<file path="config.mk">
export PLATFORM = sky130hd
export DESIGN_NAME = multi_server_task_scheduler_flat
export DESIGN_NICKNAME = d
export VERILOG_FILES = /design/src/rtl/msts_pkg.sv /design/src/rtl/msts_req_if.sv /design/src/rtl/msts_rsp_if.sv /design/src/rtl/msts_cell.sv /design/src/rtl/multi_server_task_scheduler.sv /design/src/flat_wrapper.sv
export SDC_FILE = /design/constraint.sdc
export NUM_CORES = 2
export LEC_CHECK = 0
export BUFFER_PORTS_ARGS = -buffer_cell sky130_fd_sc_hd__buf_2
export CORE_UTILIZATION = 33
export DETAILED_ROUTE_END_ITERATION = 12
export PLACE_DENSITY = 0.5
export SYNTH_ARGS = -nofsm -noshare
export SYNTH_HDL_FRONTEND = slang
export SYNTH_SLANG_ARGS = --single-unit
</file>
<file path="constraint.sdc">
create_clock -name clk -period 14 [get_ports clk]
set_input_delay 2.8 -clock clk [delete_from_list [all_inputs] [get_ports clk]]
set_output_delay 2.8 -clock clk [all_outputs]
set_load 0.03 [all_outputs]
</file>
<file path="src/rtl/msts_pkg.sv">
// Shared constants and types for the multi-server task scheduler.
package msts_pkg;

    localparam int DEF_MAX_SERVERS = 16;
    localparam int DEF_TIME_BITS   = 48;

    localparam int ARRIVAL_BITS = 48;
    localparam int PROC_BITS    = 32;
    localparam int OUT_BITS     = 48;
    localparam int COUNT_BITS   = 5;

    localparam int APB_ADDR_BITS = 3;
    localparam int APB_DATA_BITS = 32;

    // Register index codes (byte address divided by four).
    localparam logic [0:0] REG_SERVER_COUNT = 1'b0;

    localparam logic [COUNT_BITS-1:0] SERVER_COUNT_RESET = COUNT_BITS'(1);

    // Broadcast controls from the sequencer to every cell.
    typedef struct packed {
        logic clear;
        logic wr_en;
    } cell_ctl_t;

endpackage

</file>
<file path="src/rtl/msts_req_if.sv">
// Task request channel: valid/ready handshake carrying one task word.
interface msts_req_if
    import msts_pkg::*;
();
    logic                    valid;
    logic                    ready;
    logic                    start_batch;
    logic [ARRIVAL_BITS-1:0] arrival_time;
    logic [PROC_BITS-1:0]    processing_time;

    modport source (
        output valid,
        output start_batch,
        output arrival_time,
        output processing_time,
        input  ready
    );

    modport sink (
        input  valid,
        input  start_batch,
        input  arrival_time,
        input  processing_time,
        output ready
    );
endinterface

</file>
<file path="src/rtl/msts_rsp_if.sv">
// Result channel: valid/ready handshake carrying one schedule word.
interface msts_rsp_if
    import msts_pkg::*;
();
    logic                valid;
    logic                ready;
    logic [OUT_BITS-1:0] start_time;
    logic [OUT_BITS-1:0] finish_time;
    logic                saturated;

    modport source (
        output valid,
        output start_time,
        output finish_time,
        output saturated,
        input  ready
    );

    modport sink (
        input  valid,
        input  start_time,
        input  finish_time,
        input  saturated,
        output ready
    );
endinterface

</file>
<file path="src/rtl/msts_cell.sv">
// One server cell: holds a free time and folds it into the passing minimum.
module msts_cell
    import msts_pkg::*;
#(
    parameter int TIME_BITS = DEF_TIME_BITS,
    parameter int IDX_BITS  = 4,
    parameter int CELL_IDX  = 0
)
(
    input  logic                 clk,
    input  logic                 rst_n,
    input  cell_ctl_t            ctl,
    input  logic [IDX_BITS-1:0]  wr_idx,
    input  logic [TIME_BITS-1:0] wr_data,
    input  logic [TIME_BITS-1:0] min_in,
    input  logic [IDX_BITS-1:0]  idx_in,
    output logic [TIME_BITS-1:0] min_out,
    output logic [IDX_BITS-1:0]  idx_out
);

    localparam logic [IDX_BITS-1:0] MY_IDX = IDX_BITS'(CELL_IDX);

    logic [TIME_BITS-1:0] free_reg;
    logic [TIME_BITS-1:0] min_reg;
    logic [IDX_BITS-1:0]  idx_reg;
    logic                 take;

    // Strict compare keeps the lower-numbered server on a tie.
    assign take = free_reg < min_in;

    always_ff @(posedge clk or negedge rst_n)
    begin
        if (!rst_n)
        begin
            free_reg <= '0;
        end
        else if (ctl.clear)
        begin
            free_reg <= '0;
        end
        else if (ctl.wr_en && (wr_idx == MY_IDX))
        begin
            free_reg <= wr_data;
        end
    end

    always_ff @(posedge clk)
    begin
        min_reg <= take ? free_reg : min_in;
        idx_reg <= take ? MY_IDX : idx_in;
    end

    assign min_out = min_reg;
    assign idx_out = idx_reg;

endmodule

</file>
<file path="src/rtl/multi_server_task_scheduler.sv">
// Top level of the multi-server task scheduler: sequencer, cell row and APB register.
//
// Each task word passes through the sequencer states in order (a server_count of
// 0 counts as 1, any value above MAX_SERVERS as MAX_SERVERS): IDLE accepts it,
// LAUNCH starts a minimum search down the row of server cells, SEARCH lets the
// running minimum walk one cell per cycle across the servers in use, PICK picks
// the start time, and DONE forms the finish time, writes it back and loads the
// result register. A result waiting in the output register does not keep the
// next task from being accepted; it holds the block only when the next result
// is ready to be loaded. start_batch clears every server's free time in the
// accept cycle. Free times are cleared at reset, so no initialization pass runs.
module multi_server_task_scheduler
    import msts_pkg::*;
#(
    parameter int MAX_SERVERS = DEF_MAX_SERVERS,
    parameter int TIME_BITS   = DEF_TIME_BITS
)
(
    input  logic                     clk,
    input  logic                     rst_n,
    msts_req_if.sink                 req,
    msts_rsp_if.source               rsp,
    input  logic                     psel,
    input  logic                     penable,
    input  logic                     pwrite,
    input  logic [APB_ADDR_BITS-1:0] paddr,
    input  logic [APB_DATA_BITS-1:0] pwdata,
    output logic [APB_DATA_BITS-1:0] prdata,
    output logic                     pready
);

    localparam int IDX_BITS = (MAX_SERVERS > 1) ? $clog2(MAX_SERVERS) : 1;
    localparam int CW = ($clog2(MAX_SERVERS + 1) > COUNT_BITS) ?
                        $clog2(MAX_SERVERS + 1) : COUNT_BITS;
    localparam int AW = (ARRIVAL_BITS > TIME_BITS) ? ARRIVAL_BITS : TIME_BITS;
    localparam int SUM_BITS = ((TIME_BITS > PROC_BITS) ? TIME_BITS : PROC_BITS) + 1;
    localparam logic [TIME_BITS-1:0] TMAX = '1;

    typedef enum logic [4:0] {
        S_IDLE   = 5'b00001,
        S_LAUNCH = 5'b00010,
        S_SEARCH = 5'b00100,
        S_PICK   = 5'b01000,
        S_DONE   = 5'b10000
    } state_t;

    state_t                  state_reg, state_next;
    logic [IDX_BITS-1:0]     cnt_reg, cnt_next;
    logic [COUNT_BITS-1:0]   server_count_reg;
    logic [TIME_BITS-1:0]    arrival_reg;
    logic [PROC_BITS-1:0]    proc_reg;
    logic [TIME_BITS-1:0]    earliest_reg;
    logic [IDX_BITS-1:0]     best_reg;
    logic [TIME_BITS-1:0]    start_reg;
    logic                    out_valid_reg, out_valid_next;
    logic [TIME_BITS-1:0]    out_start_reg;
    logic [TIME_BITS-1:0]    out_finish_reg;
    logic                    out_sat_reg;

    logic                    accept;
    logic                    out_free;
    logic                    finish_load;
    logic [IDX_BITS-1:0]     last_idx;
    logic [CW-1:0]           count_ext;
    logic [AW-1:0]           arrival_ext;
    logic [TIME_BITS-1:0]    arrival_clamped;
    logic [SUM_BITS-1:0]     sum;
    logic                    sat;
    logic [TIME_BITS-1:0]    finish;
    logic                    cfg_write;
    cell_ctl_t               ctl;

    logic [TIME_BITS-1:0]    tok_min [MAX_SERVERS];
    logic [IDX_BITS-1:0]     tok_idx [MAX_SERVERS];

    // ---------------- configuration port ----------------
    assign pready    = 1'b1;
    assign cfg_write = psel && penable && pwrite;

    always_ff @(posedge clk or negedge rst_n)
    begin
        if (!rst_n)
        begin
            server_count_reg <= SERVER_COUNT_RESET;
        end
        else if (cfg_write && (paddr[APB_ADDR_BITS-1:2] == REG_SERVER_COUNT))
        begin
            server_count_reg <= pwdata[COUNT_BITS-1:0];
        end
    end

    always_comb
    begin
        if (paddr[APB_ADDR_BITS-1:2] == REG_SERVER_COUNT)
        begin
            prdata = APB_DATA_BITS'(server_count_reg);
        end
        else
        begin
            prdata = '0;
        end
    end

    // Index of the last server in use.
    always_comb
    begin
        count_ext = CW'(server_count_reg);
        if (count_ext == '0)
        begin
            last_idx = '0;
        end
        else if (count_ext > CW'(MAX_SERVERS))
        begin
            last_idx = IDX_BITS'(MAX_SERVERS - 1);
        end
        else
        begin
            last_idx = IDX_BITS'(count_ext - CW'(1));
        end
    end

    // ---------------- handshakes ----------------
    assign req.ready   = (state_reg == S_IDLE);
    assign accept      = req.valid && req.ready;
    assign out_free    = !out_valid_reg || rsp.ready;
    assign finish_load = (state_reg == S_DONE) && out_free;

    always_comb
    begin
        arrival_ext = AW'(req.arrival_time);
        if (arrival_ext > AW'(TMAX))
        begin
            arrival_clamped = TMAX;
        end
        else
        begin
            arrival_clamped = TIME_BITS'(arrival_ext);
        end
    end

    // ---------------- finish time ----------------
    always_comb
    begin
        sum = SUM_BITS'(start_reg) + SUM_BITS'(proc_reg);
        sat = sum > SUM_BITS'(TMAX);
        finish = sat ? TMAX : TIME_BITS'(sum);
    end

    // ---------------- sequencer ----------------
    always_comb
    begin
        state_next = state_reg;
        cnt_next   = cnt_reg;
        unique case (state_reg)
            S_IDLE:
            begin
                if (accept)
                begin
                    state_next = S_LAUNCH;
                end
            end
            S_LAUNCH:
            begin
                state_next = S_SEARCH;
                cnt_next   = '0;
            end
            S_SEARCH:
            begin
                // The minimum over cells 0..k passes through the registers of cells 0 to k before it leaves cell k.
                if (cnt_reg == last_idx)
                begin
                    state_next = S_PICK;
                end
                else
                begin
                    cnt_next = cnt_reg + IDX_BITS'(1);
                end
            end
            S_PICK:
            begin
                state_next = S_DONE;
            end
            S_DONE:
            begin
                if (out_free)
                begin
                    state_next = S_IDLE;
                end
            end
            default:
            begin
                state_next = S_IDLE;
            end
        endcase
    end

    always_ff @(posedge clk or negedge rst_n)
    begin
        if (!rst_n)
        begin
            state_reg     <= S_IDLE;
            cnt_reg       <= '0;
            out_valid_reg <= 1'b0;
        end
        else
        begin
            state_reg     <= state_next;
            cnt_reg       <= cnt_next;
            out_valid_reg <= out_valid_next;
        end
    end

    always_comb
    begin
        if (finish_load)
        begin
            out_valid_next = 1'b1;
        end
        else if (rsp.ready)
        begin
            out_valid_next = 1'b0;
        end
        else
        begin
            out_valid_next = out_valid_reg;
        end
    end

    always_ff @(posedge clk)
    begin
        if (accept)
        begin
            arrival_reg <= arrival_clamped;
            proc_reg    <= req.processing_time;
        end
        if ((state_reg == S_SEARCH) && (cnt_reg == last_idx))
        begin
            earliest_reg <= tok_min[last_idx];
            best_reg     <= tok_idx[last_idx];
        end
        if (state_reg == S_PICK)
        begin
            start_reg <= (earliest_reg <= arrival_reg) ? arrival_reg : earliest_reg;
        end
        if (finish_load)
        begin
            out_start_reg  <= start_reg;
            out_finish_reg <= finish;
            out_sat_reg    <= sat;
        end
    end

    assign rsp.valid       = out_valid_reg;
    assign rsp.start_time  = OUT_BITS'(out_start_reg);
    assign rsp.finish_time = OUT_BITS'(out_finish_reg);
    assign rsp.saturated   = out_sat_reg;

    // ---------------- cell row ----------------
    assign ctl.clear = accept && req.start_batch;
    assign ctl.wr_en = finish_load;

    for (genvar i = 0; i < MAX_SERVERS; i++)
    begin : g_cell
        logic [TIME_BITS-1:0] min_in;
        logic [IDX_BITS-1:0]  idx_in;

        if (i == 0)
        begin : g_head
            // The row head is fed a fresh search every cycle.
            assign min_in = TMAX;
            assign idx_in = '0;
        end
        else
        begin : g_link
            assign min_in = tok_min[i-1];
            assign idx_in = tok_idx[i-1];
        end

        msts_cell #(
            .TIME_BITS (TIME_BITS),
            .IDX_BITS  (IDX_BITS),
            .CELL_IDX  (i)
        ) u_cell (
            .clk     (clk),
            .rst_n   (rst_n),
            .ctl     (ctl),
            .wr_idx  (best_reg),
            .wr_data (finish),
            .min_in  (min_in),
            .idx_in  (idx_in),
            .min_out (tok_min[i]),
            .idx_out (tok_idx[i])
        );
    end

    // ---------------- assertions ----------------
    a_best_in_use: assert property (@(posedge clk) disable iff (!rst_n)
        (state_reg == S_PICK) |-> (best_reg <= last_idx))
        else $error("selected server lies outside the servers in use");

    a_start_bound: assert property (@(posedge clk) disable iff (!rst_n)
        (state_reg == S_DONE) |-> ((start_reg >= arrival_reg) && (start_reg >= earliest_reg)))
        else $error("start time earlier than arrival or earliest free time");

    a_finish_order: assert property (@(posedge clk) disable iff (!rst_n)
        out_valid_reg |-> (out_finish_reg >= out_start_reg))
        else $error("finish time precedes start time");

    a_sat_clips: assert property (@(posedge clk) disable iff (!rst_n)
        (out_valid_reg && out_sat_reg) |-> (out_finish_reg == TMAX))
        else $error("saturated result not clipped to the time range maximum");

    a_result_loaded: assert property (@(posedge clk) disable iff (!rst_n)
        finish_load |=> (out_valid_reg && (state_reg == S_IDLE)))
        else $error("finished task did not reach the output register");

endmodule
</file>
<file path="src/flat_wrapper.sv">
// flat-port wrapper written by rule: the top's interface ports become plain ports
module multi_server_task_scheduler_flat import msts_pkg::*;
#(
    parameter int MAX_SERVERS = DEF_MAX_SERVERS,
    parameter int TIME_BITS   = DEF_TIME_BITS
)
  (clk, rst_n, psel, penable, pwrite, paddr, pwdata, prdata, pready, req_valid, req_start_batch, req_arrival_time, req_processing_time, req_ready, rsp_valid, rsp_start_time, rsp_finish_time, rsp_saturated, rsp_ready);
  msts_req_if req_i ();
  msts_rsp_if rsp_i ();
  input  logic clk;
  input  logic rst_n;
  input  logic psel;
  input  logic penable;
  input  logic pwrite;
  input  logic [APB_ADDR_BITS-1:0] paddr;
  input  logic [APB_DATA_BITS-1:0] pwdata;
  output logic [APB_DATA_BITS-1:0] prdata;
  output logic pready;
  input wire logic [$bits(req_i.valid)-1:0] req_valid;
  input wire logic [$bits(req_i.start_batch)-1:0] req_start_batch;
  input wire logic [$bits(req_i.arrival_time)-1:0] req_arrival_time;
  input wire logic [$bits(req_i.processing_time)-1:0] req_processing_time;
  output wire logic [$bits(req_i.ready)-1:0] req_ready;
  output wire logic [$bits(rsp_i.valid)-1:0] rsp_valid;
  output wire logic [$bits(rsp_i.start_time)-1:0] rsp_start_time;
  output wire logic [$bits(rsp_i.finish_time)-1:0] rsp_finish_time;
  output wire logic [$bits(rsp_i.saturated)-1:0] rsp_saturated;
  input wire logic [$bits(rsp_i.ready)-1:0] rsp_ready;
  assign req_i.valid = req_valid;
  assign req_i.start_batch = req_start_batch;
  assign req_i.arrival_time = req_arrival_time;
  assign req_i.processing_time = req_processing_time;
  assign req_ready = req_i.ready;
  assign rsp_valid = rsp_i.valid;
  assign rsp_start_time = rsp_i.start_time;
  assign rsp_finish_time = rsp_i.finish_time;
  assign rsp_saturated = rsp_i.saturated;
  assign rsp_i.ready = rsp_ready;
  multi_server_task_scheduler #(.MAX_SERVERS(MAX_SERVERS), .TIME_BITS(TIME_BITS)) u_core (.clk(clk), .rst_n(rst_n), .req(req_i), .rsp(rsp_i), .psel(psel), .penable(penable), .pwrite(pwrite), .paddr(paddr), .pwdata(pwdata), .prdata(prdata), .pready(pready));
endmodule
</file>
==> results.txt <==
The flow ran to the end, and the final reports show no timing, DRC or antenna violations. Headroom to the max-slew limit came out at 0.127. In the global route stage, overall resource usage came out at 0.195. The most critical setup path has its startpoint at paddr[2]. The number of global-route vias before repair was roughly 68,000. The setup TNS after final layout came out at 0 ns. The placed instances occupy a cell area of 97,000 µm². The source of the worst register-to-register timing path is u_core.count_ext[0]. The startpoint type of the worst setup path is a primary input. The clock tree from TritonCTS is done. The share of Yosys cell area claimed by the top area cell type came out at 0.211.

Of the total synthesized cell area, the portion taken by XOR and XNOR cells is 0.00350. The number of buffers created by CTS is 209. The DRC violation total after the first TritonRoute iteration came out at 4,332. The count of buffering cells on the critical path with inverters included came out at 2. Ranked by total cell area, the synthesized netlist is headed by dfrtp_1 21%, dfxtp_1 18%, ha_1 11%, edfxtp_1 9.0%, mux2_2 8.9%.

After clock tree synthesis, the flow added hold-fix buffers numbering 0. The HPWL after detailed placement came out at 202,000 µm. The area added between synthesis and finish is 12.4%. The part of the cycle the worst path needs is 0.431. The worst setup path is of the primary input to output port kind. The startpoint of the worst hold path is u_core.g_cell[0].u_cell.free_reg[42]. The total die area is about 280,000 µm². The weighted congestion reported at the end of routability-driven placement is 0.875. For this design the ratio of total power to cell area is between 100 and 150 nW/µm². The capture point of the critical path is prdata[2]. Yosys printed 0 warnings. The multiplexer share of the synthesized area came out at 0.0965. Entering global routing, the biggest net connects 171 pins. The most frequently used flop master after synthesis is dfxtp_1.

The required time of the critical path is 11.20 ns. Once detail routing completed, the nets flagged for antenna violations numbered 0. The endpoint identified for the worst register-to-register timing path is u_core.earliest_reg[46]. Using the TritonRoute via totals, the vias-per-cell ratio works out to 5.19. The routed via count is 66,700. The layout net count is ~9,900. The worst hold path was traced through 0 stages.

Across the run, the number of max-cap violations was 0. The distinct cell type count of the synthesized netlist is 87. The most frequent cell after synthesis is inv_1. The maximum root-to-sink buffer count came out at 3.

The number of H-tree levels is 4. The average instance area after synthesis came out at 10.2 µm². Setup repair after global routing left no endpoint under its margin. The final setup violation count is 0. The share of the synthesized area in compound gates (AO/OA/AOI/OAI) is 0.172. Yosys mapped a number of flops with a built-in enable equal to between 200 and 300. The area of the multi-input gates is 43,000 µm². The total count of max-transition violations in the final report came out at 0. The combined area of all synthesized cells is 92,500 µm². The worst hold path belongs to the class flop to flop. The number of synthesized register bits came out at 1,877. The arrival time reported for the critical path endpoint came out at between 3 and 4 ns. The adder-cell share of the synthesized area is 0.107. STA classifies the critical path endpoint as an output port. The die is 531 µm wide.

The first-pass GRT wire length came out at 427,000 µm. The synthesized instance count came out at a little over 9,000. The later-pin clock latency in the skew report is 0.86 ns. The slowest stage of the critical path belongs to the cell buf_2. In this design, the largest share of critical-path delay is due to buffers and inverters. The signal on the critical path passes through buf_2, nor2_1, buf_2.

The reg-to-reg setup timing slack is 8.93 ns. The cell chosen for the clock root is clkbuf_16. The fraction of layout cells with a size suffix above 1 came out at 0.175. The count of standard-cell rows is 193.

Once the clock tree was built, the resizer swapped 0 gates to a different size. The maximum fanout encountered on the critical timing path came out at 6. By instance count, the cell type seen most on the critical path is buf_2. The sum of overflow across all layers after global routing is 0. The path depth of the worst reg2reg path is 9. The floorplan step defined a core boundary enclosing 277,000 µm².

The achievable frequency is 166 MHz. The hold violation count in the final report came out at 0. Counting buffers and inverters, the worst setup path is 3 cells deep.

For this run, design rule violations remaining after detail routing come to 0. The count of boundary I/O pins is ~260. The height of the die came out at 531 µm. The number of antenna violations at the first check in global routing is 5. The detailed-route wire length is 280,000 µm. After detailed routing, the average wire length per cell comes to 21.8 µm. The post-CTS setup buffer count came out at 0. The proportion of register bits with asynchronous set or reset after synthesis came out at 0.417. The post-layout instance area is around 100,000 µm². After synthesis, the most frequently instantiated cells are 829 x inv_1, 817 x dfxtp_1, 787 x ha_1. The number of input and output port buffers inserted came out at 197.

Across the routed clock network, the largest skew measured is 0.0356 ns. The library cell with the largest summed area after synthesis is dfrtp_1. The clock sink count came out at 1,877.

The layout has 27,400 filler cells. For this run, the register share of the synthesized area comes to 0.479. After synthesis, the largest family of logic cells by area is compound AO/OA/AOI/OAI gates. The pin slew with the least headroom to its limit came out at about 1.3 ns. After clock tree synthesis, the clock-pin slew on the worst setup and hold paths is 0.05 ns.

The number of iterations in the first detailed-routing pass came out at 6. Across the VDD grid, the largest voltage drop is 0.116 mV. The starting density of the core is 0.333.

The leakage power came out at 44.2 nW. The basic-gate share of the synthesized area counting and, or, nand and nor cells came out at 0.0786. Subtracting the final worst setup slack from the clock period gives 6.04 ns. The combined flip-flop and latch cell area is around 44,000 µm². The worst stage delay on the critical path is 0.20 ns.
cells by family after synthesis:
logic type / count (synthesis)
AND/OR/NAND/NOR: 1624
flip-flops: 1877
buffers and inverters: 1499
XOR/XNOR: 37
other: 2
AO/OA/AOI/OAI: 2457
adder cells (fa/ha/maj): 789
multiplexers: 789
per-stage QoR:
stage	cells	power, mW	hold WS [ns]	setup WS [ns]	utilization
final	12900	13.9	0.357	7.96	0.374
after floorplan	9100	7.26	0.406	0.973	-
after global routing	12900	14.4	0.374	7.91	0.374
after global placement	12500	8.57	0.351	7.36	0.350
after CTS	12900	14.1	0.359	7.96	0.374
after detailed placement	12500	8.59	0.346	7.31	0.350
cell type report:
cell class | instances | area share
clock inverters | 72 | 0.00691
inverters | 830 | 0.0300
flip-flops and latches | 1877 | 0.426
diodes | 4 | 0.0000963
repair buffers | 323 | 0.0194
multi-input cells | 5724 | 0.414
well taps | 3705 | 0.0446
clock buffers | 324 | 0.0592
where the power goes:
part           total [mW]  switching [mW]  internal [mW]  leakage [nW]
logic                2.71            2.09          0.621          20.8
clock network        5.50            2.30           3.20          3.35
registers            5.70          0.0528           5.65          20.0
total                13.9            4.44           9.47          44.2
routing by layer:
metal | up-vias | track usage | share of wire
met5 | - | 0 | 0
met4 | 0 | 0.0685 | 0.034
met3 | 417 | 0.0195 | 0.034
met2 | 1233 | 0.337 | 0.49
met1 | 32900 | 0.253 | 0.44
li1 | 32200 | - | -
layout by cell type, fill, tap and decap left out, drive strengths merged, types with 16 or more instances in the layout:
cell type and n:
inv 840, dfxtp 817, ha 787, dfrtp 781, mux2 775, a21oi 691, nor2 607, o21ai 534
nand2 499, a211oi 412, clkbuf 324, buf 323, edfxtp 277, a21o 229, nand4 135, o22ai 105
o221ai 104, o221a 103, a31oi 93, nand3 92, nor3 83, nor2b 57, a311oi 54, nand2b 49
clkinv 44, o211ai 37, conb 28, xnor2 25, and4 22, or2 22, a2111oi 19, o21a 18
nor4 16
worst min-delay path by stage:
stage / to
global placement: u_core.g_cell[0].u_cell.min_out[34]
finish: u_core.g_cell[0].u_cell.min_out[42]
floorplan: u_core.g_cell[13].u_cell.idx_out[3]
detailed placement: u_core.g_cell[0].u_cell.min_out[42]
CTS: u_core.g_cell[0].u_cell.min_out[42]
global route: u_core.g_cell[0].u_cell.min_out[28]
No activity file was read; power rests on OpenSTA's default activity.
